## src/sfx_pkg.sv

```systemverilog
`timescale 1ns / 1ps
`default_nettype none

package sfx_pkg;

	// longest start-of-frame pattern in bytes
	localparam int MAX_SOF_LEN = 8;

	// configuration register indexes
	localparam logic [1:0] CFG_SOF_PATTERN = 2'd0;
	localparam logic [1:0] CFG_SOF_LENGTH  = 2'd1;
	localparam logic [1:0] CFG_ID_VALUE    = 2'd2;

	// result kinds
	localparam logic KIND_DATA   = 1'b0;
	localparam logic KIND_HEADER = 1'b1;

	// controller states
	typedef enum logic [1:0] {
		ST_IDLE,
		ST_EVAL,
		ST_EMIT
	} ctrl_state_t;

	// deframer phase
	typedef enum logic [1:0] {
		PH_WAIT,
		PH_ID,
		PH_CNT
	} phase_t;

	// controller to datapath
	typedef struct packed {
		logic load;  // capture the incoming byte
		logic eval;  // update frame state and plan the results
		logic emit;  // move the next result into the output register
	} ctrl_cmd_t;

	// datapath to controller
	typedef struct packed {
		logic any_result; // evaluated item causes at least one result
		logic out_free;   // output register can take a result this cycle
		logic cur_last;   // result now offered for emit is the final one
	} dp_status_t;

	// pattern byte at a match index
	function automatic logic [7:0] pat_byte(input logic [63:0] pattern,
						input logic [2:0] idx);
		pat_byte = pattern[{idx, 3'b000} +: 8];
	endfunction

endpackage

`default_nettype wire

```

## src/sfx_ctrl.sv

```systemverilog
`timescale 1ns / 1ps
`default_nettype none

module sfx_ctrl
	import sfx_pkg::*;
(
	input  wire logic       clk,
	input  wire logic       arst_n,
	input  wire logic       in_valid,
	output logic            in_ready,
	input  wire dp_status_t status,
	output ctrl_cmd_t       cmd
);

	ctrl_state_t state_q, state_next;

	// state register
	always_ff @(posedge clk or negedge arst_n) begin
		if (!arst_n) begin
			state_q <= ST_IDLE;
		end else begin
			state_q <= state_next;
		end
	end

	// next state and commands
	always_comb begin
		state_next = state_q;
		cmd        = '0;
		in_ready   = 1'b0;
		unique case (state_q)
			ST_IDLE: begin
				in_ready = 1'b1;
				if (in_valid) begin
					cmd.load   = 1'b1;
					state_next = ST_EVAL;
				end
			end
			ST_EVAL: begin
				cmd.eval   = 1'b1;
				state_next = status.any_result ? ST_EMIT : ST_IDLE;
			end
			ST_EMIT: begin
				if (status.out_free) begin
					cmd.emit = 1'b1;
					if (status.cur_last) begin
						state_next = ST_IDLE;
					end
				end
			end
			default: begin
				state_next = ST_IDLE;
			end
		endcase
	end

endmodule

`default_nettype wire

```

## src/sfx_dp.sv

```systemverilog
`timescale 1ns / 1ps
`default_nettype none

module sfx_dp
	import sfx_pkg::*;
(
	input  wire logic        clk,
	input  wire logic        arst_n,
	input  wire logic        cfg_we,
	input  wire logic [1:0]  cfg_index,
	input  wire logic [63:0] cfg_data,
	input  wire logic [7:0]  in_byte,
	input  wire ctrl_cmd_t   cmd,
	output dp_status_t       status,
	input  wire logic        out_ready,
	output logic             out_valid,
	output logic             out_kind,
	output logic [7:0]       out_byte,
	output logic [31:0]      out_counter,
	output logic [31:0]      out_position,
	output logic             out_last
);

	// configuration
	logic [63:0] sof_pattern_q;
	logic [3:0]  sof_length_q;
	logic [7:0]  id_value_q;

	// frame state
	phase_t      phase_q;
	logic        collecting_q;
	logic [3:0]  match_count_q;
	logic [1:0]  counter_index_q;
	logic [23:0] counter_bytes_q;
	logic [31:0] position_q;

	// captured item and result plan
	logic [7:0]  byte_q;
	logic [2:0]  rep_q;
	logic        tail_q;
	logic        hdr_q;
	logic [31:0] hdr_cnt_q;
	logic [2:0]  emit_idx_q;

	// output register
	logic        out_valid_q;
	logic        out_kind_q;
	logic [7:0]  out_byte_q;
	logic [31:0] out_cnt_q;
	logic [31:0] out_pos_q;
	logic        out_last_q;

	// evaluation of the captured byte
	logic [7:0] first_b;
	logic [7:0] cur_b;
	logic [3:0] eff_len;
	logic       brk;
	logic [3:0] mc_step;
	logic [2:0] rep_next;
	logic       tail_next;

	// configuration writes
	always_ff @(posedge clk or negedge arst_n) begin
		if (!arst_n) begin
			sof_pattern_q <= '0;
			sof_length_q  <= 4'd1;
			id_value_q    <= '0;
		end else if (cfg_we) begin
			unique case (cfg_index)
				CFG_SOF_PATTERN: sof_pattern_q <= cfg_data;
				CFG_SOF_LENGTH:  sof_length_q  <= cfg_data[3:0];
				CFG_ID_VALUE:    id_value_q    <= cfg_data[7:0];
				default: ;
			endcase
		end
	end

	// pattern compare and match count step
	always_comb begin
		first_b = pat_byte(sof_pattern_q, 3'd0);
		cur_b   = pat_byte(sof_pattern_q, match_count_q[2:0]);
		if (sof_length_q == 4'd0) begin
			eff_len = 4'd1;
		end else if (sof_length_q > 4'(MAX_SOF_LEN)) begin
			eff_len = 4'(MAX_SOF_LEN);
		end else begin
			eff_len = sof_length_q;
		end
		brk       = collecting_q && (byte_q != cur_b);
		rep_next  = brk ? match_count_q[2:0] : 3'd0;
		tail_next = brk && (byte_q != first_b);
		if (byte_q == first_b) begin
			mc_step = 4'd1;
		end else if (byte_q == cur_b) begin
			mc_step = match_count_q + 4'd1;
		end else begin
			mc_step = 4'd0;
		end
	end

	// status to the controller
	always_comb begin
		status.out_free = !out_valid_q || out_ready;
		if (phase_q == PH_CNT) begin
			status.any_result = (counter_index_q == 2'd3);
		end else if (phase_q == PH_ID) begin
			status.any_result = 1'b0;
		end else begin
			status.any_result = (rep_next != 3'd0) || tail_next;
		end
		if (hdr_q) begin
			status.cur_last = 1'b1;
		end else if (emit_idx_q < rep_q) begin
			status.cur_last = (emit_idx_q == rep_q - 3'd1) && !tail_q;
		end else begin
			status.cur_last = 1'b1;
		end
	end

	// frame state update
	always_ff @(posedge clk or negedge arst_n) begin
		if (!arst_n) begin
			phase_q         <= PH_WAIT;
			collecting_q    <= 1'b0;
			match_count_q   <= '0;
			counter_index_q <= '0;
			counter_bytes_q <= '0;
			position_q      <= '0;
			rep_q           <= '0;
			tail_q          <= 1'b0;
			hdr_q           <= 1'b0;
			emit_idx_q      <= '0;
		end else begin
			if (cmd.eval) begin
				rep_q      <= '0;
				tail_q     <= 1'b0;
				hdr_q      <= 1'b0;
				emit_idx_q <= '0;
				unique case (phase_q)
					PH_ID: begin
						phase_q <= (byte_q == id_value_q) ? PH_CNT : PH_WAIT;
					end
					PH_CNT: begin
						if (counter_index_q == 2'd3) begin
							hdr_q           <= 1'b1;
							counter_index_q <= '0;
							counter_bytes_q <= '0;
							phase_q         <= PH_WAIT;
							collecting_q    <= 1'b1;
						end else begin
							counter_bytes_q[{counter_index_q, 3'b000} +: 8] <= byte_q;
							counter_index_q <= counter_index_q + 2'd1;
						end
					end
					default: begin
						rep_q  <= rep_next;
						tail_q <= tail_next;
						if (mc_step >= eff_len) begin
							match_count_q <= '0;
							phase_q       <= PH_ID;
							collecting_q  <= 1'b0;
						end else begin
							match_count_q <= mc_step;
						end
					end
				endcase
			end
			// data results advance the output position
			if (cmd.emit && !hdr_q) begin
				position_q <= position_q + 32'd1;
				emit_idx_q <= emit_idx_q + 3'd1;
			end
		end
	end

	// captured byte and header counter
	always_ff @(posedge clk) begin
		if (cmd.load) begin
			byte_q <= in_byte;
		end
		if (cmd.eval) begin
			hdr_cnt_q <= {byte_q, counter_bytes_q};
		end
	end

	// output register valid
	always_ff @(posedge clk or negedge arst_n) begin
		if (!arst_n) begin
			out_valid_q <= 1'b0;
		end else if (cmd.emit) begin
			out_valid_q <= 1'b1;
		end else if (out_ready) begin
			out_valid_q <= 1'b0;
		end
	end

	// output register payload
	always_ff @(posedge clk) begin
		if (cmd.emit) begin
			out_last_q <= status.cur_last;
			if (hdr_q) begin
				out_kind_q <= KIND_HEADER;
				out_byte_q <= '0;
				out_cnt_q  <= hdr_cnt_q;
				out_pos_q  <= position_q;
			end else begin
				out_kind_q <= KIND_DATA;
				out_byte_q <= (emit_idx_q < rep_q) ?
					pat_byte(sof_pattern_q, emit_idx_q) : byte_q;
				out_cnt_q  <= '0;
				out_pos_q  <= '0;
			end
		end
	end

	assign out_valid    = out_valid_q;
	assign out_kind     = out_kind_q;
	assign out_byte     = out_byte_q;
	assign out_counter  = out_cnt_q;
	assign out_position = out_pos_q;
	assign out_last     = out_last_q;

endmodule

`default_nettype wire

```

## src/sync_word_frame_extractor_unit.sv

```systemverilog
// Start-of-frame deframer over a byte stream.
// s_axis carries one raw byte per item. m_axis carries results: tuser 0 is a
// payload byte in tdata[7:0], tuser 1 is a frame header with the frame counter
// in tdata[39:8] and the output byte position in tdata[71:40]. tlast marks the
// final result caused by one input byte; a byte may cause none or up to eight.
// cfg_we / cfg_index / cfg_data write sof_pattern (0), sof_length (1) and
// id_value (2) while the block is idle.
// Sequencing: a byte is taken in one cycle and evaluated in the next; its
// results then enter the single output register one after another, each
// when that register is free.
// Reset clears the frame state, the output valid flag and the configuration
// (pattern 0, length 1, identifier 0).
// When the receiver stalls, the pending result holds in the output register
// and the emit sequencer waits; the next input byte is taken only after the
// last result of the current one has entered the output register.
`timescale 1ns / 1ps
`default_nettype none

module sync_word_frame_extractor_unit
	import sfx_pkg::*;
(
	input  wire logic        clk,
	input  wire logic        arst_n,
	input  wire logic        cfg_we,
	input  wire logic [1:0]  cfg_index,
	input  wire logic [63:0] cfg_data,
	input  wire logic        s_axis_tvalid,
	output logic             s_axis_tready,
	input  wire logic [7:0]  s_axis_tdata,   // in_byte
	output logic             m_axis_tvalid,
	input  wire logic        m_axis_tready,
	output logic [71:0]      m_axis_tdata,   // out_byte, frame_counter, frame_position
	output logic             m_axis_tuser,   // kind
	output logic             m_axis_tlast    // last
);

	ctrl_cmd_t  cmd;
	dp_status_t status;
	logic [7:0]  res_byte;
	logic [31:0] res_counter;
	logic [31:0] res_position;

	// sequencing
	sfx_ctrl u_ctrl (
		.clk      (clk),
		.arst_n   (arst_n),
		.in_valid (s_axis_tvalid),
		.in_ready (s_axis_tready),
		.status   (status),
		.cmd      (cmd)
	);

	// frame state, result planning and output register
	sfx_dp u_dp (
		.clk          (clk),
		.arst_n       (arst_n),
		.cfg_we       (cfg_we),
		.cfg_index    (cfg_index),
		.cfg_data     (cfg_data),
		.in_byte      (s_axis_tdata),
		.cmd          (cmd),
		.status       (status),
		.out_ready    (m_axis_tready),
		.out_valid    (m_axis_tvalid),
		.out_kind     (m_axis_tuser),
		.out_byte     (res_byte),
		.out_counter  (res_counter),
		.out_position (res_position),
		.out_last     (m_axis_tlast)
	);

	// result packing, first field lowest
	assign m_axis_tdata = {res_position, res_counter, res_byte};

endmodule

`default_nettype wire

```

## config.mk

```make
export PLATFORM = sky130hd
export DESIGN_NAME = sync_word_frame_extractor_unit
export DESIGN_NICKNAME = d
export VERILOG_FILES = /design/src/sfx_pkg.sv /design/src/sfx_ctrl.sv /design/src/sfx_dp.sv /design/src/sync_word_frame_extractor_unit.sv
export SDC_FILE = /design/constraint.sdc
export NUM_CORES = 1
export LEC_CHECK = 0
export BUFFER_PORTS_ARGS = -buffer_cell sky130_fd_sc_hd__buf_4
export CAP_MARGIN = 10
export CORE_MARGIN = 4
export CORE_UTILIZATION = 60
export CTS_CLUSTER_DIAMETER = 40
export DETAILED_ROUTE_END_ITERATION = 8
export PLACE_DENSITY = 0.85
export SYNTH_ARGS = -nofsm -noshare
export SYNTH_HDL_FRONTEND = slang
export SYNTH_SLANG_ARGS = --single-unit
```

## constraint.sdc

```tcl
create_clock -name clk -period 6.77 [get_ports clk]
set_input_delay 1.6925 -clock clk [delete_from_list [all_inputs] [get_ports clk]]
set_output_delay 1.6925 -clock clk [all_outputs]
set_load 0.03 [all_outputs]
```

; After elaboration in Yosys (flattened, before gate mapping)
; Index checks and enable logic that the tools add are counted.
[totals]
regBits = 266
latchBits = 0
mem_bits_rw = 0
romBits = 0
out_inout_bits = 76
n_memories = 0
[classes]
add_sub_neg = 6
multipliers = 0
n_div = 0
magnitude_cmp = 3
n_eq_ne = 17
n_shift = 4
n_mux = 41
bitwise_logic = 2
n_reduce_logical = 26
[op_table]
columns = cell, count
row1 = variable part select 64 x 7 -> 8 bit, 2
row2 = adder 32 x 1 -> 32 bit (second input constant), 1
row3 = bitwise mux 24 bit, 1
row4 = == test 8 bit, 3
row5 = two-way mux 24 bit, 1
row6 = variable shift 8 x 7 -> 24 bit (first input constant), 1
row7 = variable part select 8 x 7 -> 24 bit, 1
row8 = two-way mux 4 bit, 5
row9 = two-way mux 1 bit, 18
row10 = two-way mux 2 bit, 8
row11 = inequality test 8 bit, 2
row12 = two-way mux 3 bit, 4
row13 = AND reduction 2 bit, 5
row14 = == test 2 bit (second input constant), 4
row15 = two-way mux 8 bit, 1
row16 = inequality test 2 bit (second input constant), 4
row17 = negator 5 -> 7 bit, 1
row18 = == test 2 x 1 -> 1 bit (second input constant), 3
row19 = case mux 2 bit (3 select lines), 1
row20 = AND reduction 3 bit, 2
row21 = nonzero test 2 bit, 3
row22 = nonzero test 3 bit, 2
row23 = adder 4 x 1 -> 4 bit (second input constant), 1
row24 = >= comparator 4 bit, 1
row25 = 16 further kinds, 24

; Logic depth before layout (Yosys ltp)
; Gate-level depths: netlist of run 1.
[logic_depth]
word_depth = 10
depth_mapped = 15

; Modules after synthesis
; From an unflattened synthesis of run 1, not the netlist that was laid out.
[unflattened]
cells_unflattened = 820
area_unflattened_um2 = 11728.7
[modules_own_cells]
columns = module, instances, cells_each, area_per_inst_um2, seq_area_each_um2
row1 = sfx_dp, 1, 810, 11623.6, 7178.1
row2 = sfx_ctrl, 1, 10, 105.1, 50.0

; Worst setup path after synthesis of run 1
; OpenSTA, ideal clock, no wires.
[synth_timing]
path_kind = input-to-reg
start = input m_axis_tready
end = register u_dp.out_byte_q[0], in the netlist u_dp.out_byte[0] (enable)
setup_ns = 0.507
arrival_ns = 4.876
path_slack_ns = 1.387
path_stages = 2
cell_sequence = nor2b_1 > nor2_1
[synth_lines]
columns = element, line_no
row1 = from (decl), sync_word_frame_extractor_unit.sv:31  ; input wire logic m_axis_tready,
row2 = to (signal assigned), sfx_dp.sv:208  ; out_byte_q <= (emit_idx_q < rep_q) ?
row3 = to (decl), sfx_dp.sv:48  ; logic [7:0] out_byte_q;

; Final worst setup path of run 1
[layout_timing]
start = register u_dp.match_count_q[0]
end = register u_dp.phase_q[0]
[layout_between]
elab_chain_len = 7
elab_cells_between_ends = 8
classes_between = add/sub (1) / order compare (1) / eq/ne (1) / shift (1) / mux (2) / reduce/logical (2)
[layout_lines]
columns = element, line_no
row1 = from (decl), sfx_dp.sv:32  ; logic [3:0] match_count_q;
row2 = from (signal assigned), sfx_dp.sv:163  ; match_count_q <= mc_step;
row3 = variable part select 64 x 7 -> 8 bit, sfx_pkg.sv:49  ; pat_byte = pattern[{idx, 3'b000} +: 8];
row4 = == test 8 bit, sfx_dp.sv:94  ; end else if (byte_q == cur_b) begin
row5 = two-way mux 4 bit (*), sfx_dp.sv:94
row6 = two-way mux 4 bit (*), sfx_dp.sv:92  ; if (byte_q == first_b) begin
row7 = >= comparator 4 bit (*), sfx_dp.sv:158  ; if (mc_step >= eff_len) begin
row8 = nonzero test 3 bit (no line) (*), n/a
row9 = AND reduction 3 bit (no line) (*), n/a
row10 = to (signal assigned), sfx_dp.sv:141  ; phase_q <= (byte_q == id_value_q) ? PH_CNT : PH_WAIT;
row11 = to (decl), sfx_dp.sv:30  ; phase_t phase_q;
; Every way passes the cells marked *; elsewhere a longest branch is shown, timed or not.
; A chain may end at the register's enable or synchronous reset.

==> results of run 1 <==
## layout make-up
cell class / count / area (um^2) / share of cell area [%]
clock buffer: 43 / 906 / 6.43
clock inverter: 17 / 201 / 1.43
inverter: 19 / 71.3 / 0.506
multi-input combinational: 479 / 4130 / 29.3
sequential: 266 / 7230 / 51.3
tap: 260 / 325 / 2.31
timing repair buffer: 162 / 1220 / 8.64
## sequential cells by signal, indices dropped and copies added, names as in the netlist, 3 cells and up
name,count
u_dp.sof_pattern_q,64
u_dp.hdr_cnt_q,32
u_dp.out_counter,32
u_dp.out_position,32
u_dp.position_q,32
u_dp.counter_bytes_q,24
u_dp.byte_q,8
u_dp.id_value_q,8
u_dp.out_byte,8
u_dp.match_count_q,4
u_dp.sof_length_q,4
u_dp.emit_idx_q,3
u_dp.rep_q,3
## metal layers
metal / track usage [%] / up-vias / part of all wire (%)
li1: - / 3277 / -
met5: 0 / - / 0
met3: 5.24 / 67 / 5.9
met2: 37.8 / 256 / 50
met4: 8.57 / 0 / 3.6
met1: 29.4 / 3476 / 41
## worst max-delay path by stage
stage,endpoint,from
2_1_floorplan,u_dp.out_byte[0],m_axis_tready
3_3_place_gp,u_dp.phase_q[0],u_dp.match_count_q[0]
3_5_place_dp,u_dp.phase_q[0],u_dp.match_count_q[0]
4_1_cts,u_dp.phase_q[0],u_dp.match_count_q[0]
5_1_grt,u_dp.phase_q[0],u_dp.match_count_q[0]
6_report,u_dp.phase_q[0],u_dp.match_count_q[0]
## logic make-up after synthesis
kind of cell	after synthesis
flops	266
simple gates	199
mux	131
compound gates	74
buf+inv	59
xor+xnor	57
fa+ha+maj	18
## per-stage QoR
step           cell area [um^2]  hold slack [ns]  instances
2_1_floorplan             11600            0.421        804
3_3_place_gp              13000            0.429       1185
4_1_cts                   14100            0.448       1245
5_1_grt                   14100            0.464       1246
6_report                  14100            0.449       1246
3_5_place_dp              13000            0.435       1185
## critical path: cells and delay by family (launching register included)
kind,cells,cell delay (ns)
and+or+nand+nor,3,0.97
adders and majority gates,1,0.32
buffers and inverters,1,0.39
AOI/OAI and AO/OA,7,1.39
muxes,2,0.41
DFF,1,0.80
## report_power, final
group	leakage, uW	switching (uW)	internal [uW]
clock	0.000533	674	1080
sequential	0.00298	113	1790
combinational	0.00224	138	196
total	0.00575	925	3060
## cells in the mapped netlist, drive strengths merged (3+ instances only)
master  number  area, um^2
dfrtp      151        3780
edfxtp     114        3420
mux2        78         878
and2        68         425
xnor2       39         342
nand2       31         116
clkbuf      30         113
mux2i       29         290
nor2        28         105
a22o        24         210
mux4        24         548
ha          18         225
inv         18        67.6
xor2        18         158
nand3       17        85.1
nor3        11        55.1
buf         10        61.3
a211oi       8        60.1
a21oi        8        40.0
a22oi        8        60.1
nand4        8        50.1
and3         7        43.8
o21ai        7        35.0
o22ai        6        37.5
a21o         5        37.5
nand2b       5        31.3
nor4         5        43.8
or3          4        25.0
and4         3        26.3
nor2b        3        18.8
==> results.py, run 1 <==
metrics = {
    "timing": {
        "setup-violations-final": 0,
        "fin_skew_ns": 0.0128,
        "worst-slew-pin-transition_ns": 1.02,
        "maxClockFrequency_mhz": 227,
        "finalWorstSetupSlack_ns": 2.37,
        "rsz0062_at_grt": "false",
        "fin_setup_tns_ns": 0,
        "drv_slew": 0,
        "finalWorstPathRequiredPeriod_ns": 4.40,
        "min_period_over_period_pct": 65.0,
        "final_hold_viol_count": 0,
        "maxSlewHeadroom_pct": 31.6,
    },
    "power_and_ir_drop": {
        "vdd_ir_drop_max_mv": 0.218,
        "power-per-cell-area_nw_per_um2": 283,
        "power.static_leakage_uw": 0.00575,
        "report.power.total_uw": 3990,
    },
    "setup_path": {
        "crit_top_cell": "a21o_1",
        "timing.critical_path.cells": "buf_4 > mux2i_1 > a22oi_1 > and3_1 > o22ai_1 > nor4_2 > a21oi_1 > ha_1 > nand2b_1 > a21o_1 > a21o_1 > a21o_1 > o311a_1 > mux2_2",
        "critical-path-max-stage-delay_ns": 0.80,
        "worst_r2r_startpoint": "u_dp.match_count_q[0]",
        "crit_path_end_kind": "flop",
        "data_required_time_of_the_critical_path_ns": 7.15,
        "ff2ff_path_depth": 14,
        "slowest_stage": "dfrtp_1",
        "critical_path.max_fanout": 16,
        "worst_r2r_endpoint": "u_dp.phase_q[0]",
        "timing.setup.critical_path_class": "flop to flop",
        "ff2ff_setup_slack_ns": 2.37,
        "startpoint_type": "flop",
        "critical_path_arrival_ns": 4.79,
    },
    "route": {
        "drt-vias-per-instance": 5.68,
        "drt_drc_violations_left": 0,
        "detail_route.wirelength_mm": 24.0,
        "drt_pass1_iterations": 5,
        "detail-route-antenna-nets": 0,
        "drtIter0Drc": 410,
        "post_drt_wl_per_cell_um": 19.2,
        "routed-via-count": 7076,
    },
    "cts": {
        "number_of_buffers_created_by_cts": 34,
        "clock-sinks": 266,
        "tritoncts": "yes",
        "ctsResizeCount": 0,
        "cts_max_level": 2,
        "postCtsHoldBufs": 0,
        "cts_post_setup_buffers_inserted": 0,
        "insertion_delay_to_the_later_sink_of_the_worst_skew_pair_ns": 0.50,
        "clock_path_buffers": 3,
        "clkSlewWorstSetupHoldPaths_ns": 0.05,
        "root_buffer_selected_by_cts": "clkbuf_16",
    },
    "synth": {
        "synth.cell_area_um2": 11600,
        "yosys_register_bits": 266,
        "synth_enable_flop_cells": 114,
        "synth-main-ff-cell": "dfrtp_1",
        "synth_mux_area_share_pct": 14.8,
        "ys.warnings.count": 0,
        "synth_top_family_by_area": "multiplexers",
        "synth_simple_gate_area_share_pct": 9.49,
        "syn-instance-count": 804,
        "ys_seq_area_share_pct": 62.3,
        "mappedNetlistNets": 901,
        "asyncSetResetFlopFracSynth_pct": 57.1,
        "synthDistinctLibCells": 52,
        "compound_gate_portion_of_the_synthesized_area_pct": 5.00,
        "synth_xor_area_share_pct": 4.31,
        "synth-adder-area-share_pct": 1.94,
        "postSynthAreaPerCell_um2": 14.4,
    },
    "global_routing": {
        "global_route_usage_over_all_layers_pct": 22.7,
        "total_grt_overflow": 0,
        "vias_in_the_first_global_route": 7366,
        "initial_antenna_violation_count": 0,
        "wire_length_of_the_first_global_routing_pass_mm": 39.0,
        "grt_start_max_net_pins": 99,
    },
    "placed_design": {
        "port_buffers": 154,
        "place_hpwl_mm": 16.4,
        "preCtsSetupSlack_ns": 2.37,
        "gp_routability_congestion": 0.906,
    },
    "floorplan": {
        "top_level_ports": 155,
        "chipWidth_um": 147,
        "initial_core_util_pct": 61.6,
        "dieHeight_um": 147,
        "die_area_um2": 21600,
        "rows": 50,
        "floorplan.core_area_um2": 18800,
    },
    "cells_and_area": {
        "mostFrequentLayoutCells": "buf_4 (160), dfrtp_1 (150), edfxtp_1 (114)",
        "drive_gt1_share_pct": 32.8,
        "flow.area_growth_from_synthesis_pct": 21.5,
        "fillers": 1183,
        "nNetsFinal": 1059,
        "layout.core_utilization_pct": 74.8,
        "num_antenna_cells": 0,
        "mostFrequentLayoutCell": "buf_4",
    },
    "flow_run": {
        "drv.max_cap_violation_count": 0,
    },
    "hold_path": {
        "hold_class": "flop to flop",
        "min_to": "u_dp.hdr_cnt_q[0]",
        "hold-path-cell-count": 0,
        "worst_hold_start": "u_dp.counter_bytes_q[0]",
    },
    "run_status": {
        "run_status": "finished, final reports clean",
    },
}
Power figures use the tool's default switching activity.
==> run 2: changes to the inputs <==
--- a/config.mk
+++ b/config.mk
@@ -8,10 +8,10 @@
 export BUFFER_PORTS_ARGS = -buffer_cell sky130_fd_sc_hd__buf_4
 export CAP_MARGIN = 10
 export CORE_MARGIN = 4
-export CORE_UTILIZATION = 60
+export CORE_UTILIZATION = 58
 export CTS_CLUSTER_DIAMETER = 40
 export DETAILED_ROUTE_END_ITERATION = 8
-export PLACE_DENSITY = 0.85
+export PLACE_DENSITY = 0.82
 export SYNTH_ARGS = -nofsm -noshare
 export SYNTH_HDL_FRONTEND = slang
 export SYNTH_SLANG_ARGS = --single-unit
==> constraint.sdc (replaced) <==
create_clock -name clk -period 4.1 [get_ports clk]
set_input_delay 1.025 -clock clk [delete_from_list [all_inputs] [get_ports clk]]
set_output_delay 1.025 -clock clk [all_outputs]
set_load 0.03 [all_outputs]
==> run 2 against run 1 <==
Net effect:
- clock skew is 0.0021 ns lower
- hold slack hardly changed
- core utilization is 1.8 points lower
- combinational power is 72% higher
- largest power group unchanged
- die area is 3.3% higher
- maximum frequency is 18% higher
- flip-flop and latch count stayed put
- sequential share of layout area is 0.76 points lower
- non-clock buffer count is 11 higher
==> results.py, run 2 (same netlist as run 1, synthesis figures left out) <==
metrics = {
    "run_status": {
        "run_status": "finished, final reports clean",
    },
    "setup_path": {
        "data_required_time_of_the_critical_path_ns": 4.48,
        "timing.setup.critical_path_class": "flop to flop",
        "worst_r2r_endpoint": "u_dp.phase_q[0]",
        "worst_setup_path_endpoint": "u_dp.phase_q[0]",
        "startpoint_type": "flop",
        "ff2ff_path_depth": 12,
        "crit_path_end_kind": "flop",
        "ff2ff_setup_slack_ns": 0.36,
        "critical_path.startpoint": "u_dp.match_count_q[0]",
        "critical_path_arrival_ns": 4.12,
        "worst_r2r_startpoint": "u_dp.match_count_q[0]",
        "critical_path.max_fanout": 9,
    },
    "route": {
        "drt_drc_violations_left": 0,
        "post_drt_wl_per_cell_um": 19.3,
        "drt-vias-per-instance": 5.67,
        "detail-route-antenna-nets": 0,
        "detail_route.wirelength_mm": 24.4,
        "drt_pass1_iterations": 6,
        "drtIter0Drc": 397,
        "routed-via-count": 7176,
    },
    "floorplan": {
        "top_level_ports": 155,
        "die_area_um2": 22300,
        "dieHeight_um": 149,
        "chipWidth_um": 149,
        "rows": 51,
        "floorplan.core_area_um2": 19600,
        "initial_core_util_pct": 59.2,
    },
    "cts": {
        "clkSlewWorstSetupHoldPaths_ns": 0.06,
        "clock_path_buffers": 3,
        "tritoncts": "yes",
        "number_of_buffers_created_by_cts": 35,
        "insertion_delay_to_the_later_sink_of_the_worst_skew_pair_ns": 0.50,
        "cts_max_level": 2,
        "root_buffer_selected_by_cts": "clkbuf_16",
        "clock-sinks": 266,
    },
    "cells_and_area": {
        "mostFrequentLayoutCells": "buf_4 (169), dfrtp_1 (149), edfxtp_1 (114)",
        "num_antenna_cells": 0,
        "layout.core_utilization_pct": 73.0,
        "drive_gt1_share_pct": 34.2,
        "final_cell_area_um2": 14300,
        "flow.area_growth_from_synthesis_pct": 23.3,
        "largest-register": "u_dp.sof_pattern_q",
        "nNetsFinal": 1071,
        "mostFrequentLayoutCell": "buf_4",
        "largest_register_ff_count": 64,
    },
    "power_and_ir_drop": {
        "power.static_leakage_uw": 0.00587,
        "power-per-cell-area_nw_per_um2": 472,
        "vdd_ir_drop_max_mv": 0.403,
    },
    "hold_path": {
        "worst_hold_start": "u_dp.counter_bytes_q[5]",
        "hold_class": "flop to flop",
    },
    "global_routing": {
        "initial_antenna_violation_count": 0,
        "global_route_usage_over_all_layers_pct": 22.3,
        "total_grt_overflow": 0,
        "grt_start_max_net_pins": 104,
        "wire_length_of_the_first_global_routing_pass_mm": 38.9,
        "vias_in_the_first_global_route": 7296,
    },
    "timing": {
        "fin_setup_tns_ns": 0,
        "min_period_over_period_pct": 91.2,
        "finalWorstPathRequiredPeriod_ns": 3.74,
        "worst-slew-pin-transition_ns": 0.910,
        "maxClockFrequency_mhz": 267,
        "final_hold_viol_count": 0,
        "drv_slew": 0,
        "setup-violations-final": 0,
        "fin_skew_ns": 0.0107,
        "rsz0062_at_grt": "false",
        "maxSlewHeadroom_pct": 38.7,
    },
    "flow_run": {
        "drv.max_cap_violation_count": 0,
    },
    "placed_design": {
        "place_hpwl_mm": 16.7,
        "gp_routability_congestion": 0.854,
        "port_buffers": 154,
        "postPlaceCellArea_um2": 13100,
    },
}
-- run 2: cell types whose count changed in the layout (fill, tap and decap cells not counted), sizes merged --
cell	before	now
clkinvlp	3	1
clkinv	4	8
inv	26	28
clkbuf	44	43
buf	161	173
bufinv	3	2
-- run 2: metrics by stage --
stage / instances / hold WS, ns / total power [uW] / setup WS, ns
6_report: 1265 / 0.449 / 6750 / 0.359
5_1_grt: 1265 / 0.451 / 7010 / 0.142
4_1_cts: 1265 / 0.446 / 6790 / 0.211
3_5_place_dp: 1202 / 0.432 / 3750 / 0.242
3_3_place_gp: 1202 / 0.426 / 3730 / 0.285
2_1_floorplan: 804 / 0.421 / 3490 / 0.403
-- run 2: layout make-up --
cell class | instances | area, um^2
Sequential cell | 266 | 7230
Fill cell | 1235 | 5290
Multi-Input combinational cell | 479 | 4130
Timing Repair Buffer | 173 | 1340
Clock buffer | 43 | 968
Tap cell | 265 | 332
Clock inverter | 20 | 224
Inverter | 19 | 71.3
-- run 2: power breakdown --
part | switching, uW | total, uW | internal (uW)
logic | 239 | 572 | 333
registers | 186 | 3140 | 2950
clock network | 1180 | 3040 | 1860
total | 1600 | 6750 | 5140
-- run 2: layer usage --
metal  vias to the layer above  routed length [um]  global-route usage [%]
met5                         -                   0                       0
met3                        60                1590                    4.53
li1                       3292                   -                       -
met1                      3561                9870                    29.1
met4                         0                 704                    7.51
met2                       263               12200                    37.9
-- run 2: how the worst min path moves through the flow --
stage                          to  cells past startpoint
6_report        u_dp.hdr_cnt_q[5]                      0
5_1_grt        u_dp.hdr_cnt_q[21]                      0
4_1_cts        u_dp.hdr_cnt_q[21]                      0
3_5_place_dp   u_dp.hdr_cnt_q[21]                      0
3_3_place_gp   u_dp.hdr_cnt_q[21]                      0
2_1_floorplan  u_dp.hdr_cnt_q[26]                      0
-- run 2: critical path: stages, from the launching register on --
cell and delay [ns]:
dfrtp_2 0.52, mux4_1 0.59, mux2i_1 0.17, xor2_1 0.16
nand2_1 0.09, or4_1 0.56, nor2_1 0.12, ha_1 0.23
a21o_1 0.16, a21o_1 0.19, a21o_1 0.23, o311a_1 0.33
mux2_2 0.28
-- run 2: repair_timing --
action | CTS | global route
setup buffers | 0 | 0
hold buffers | 0 | 0
gates resized for setup | 0 | 1
setup endpoints to repair | 0 | 1
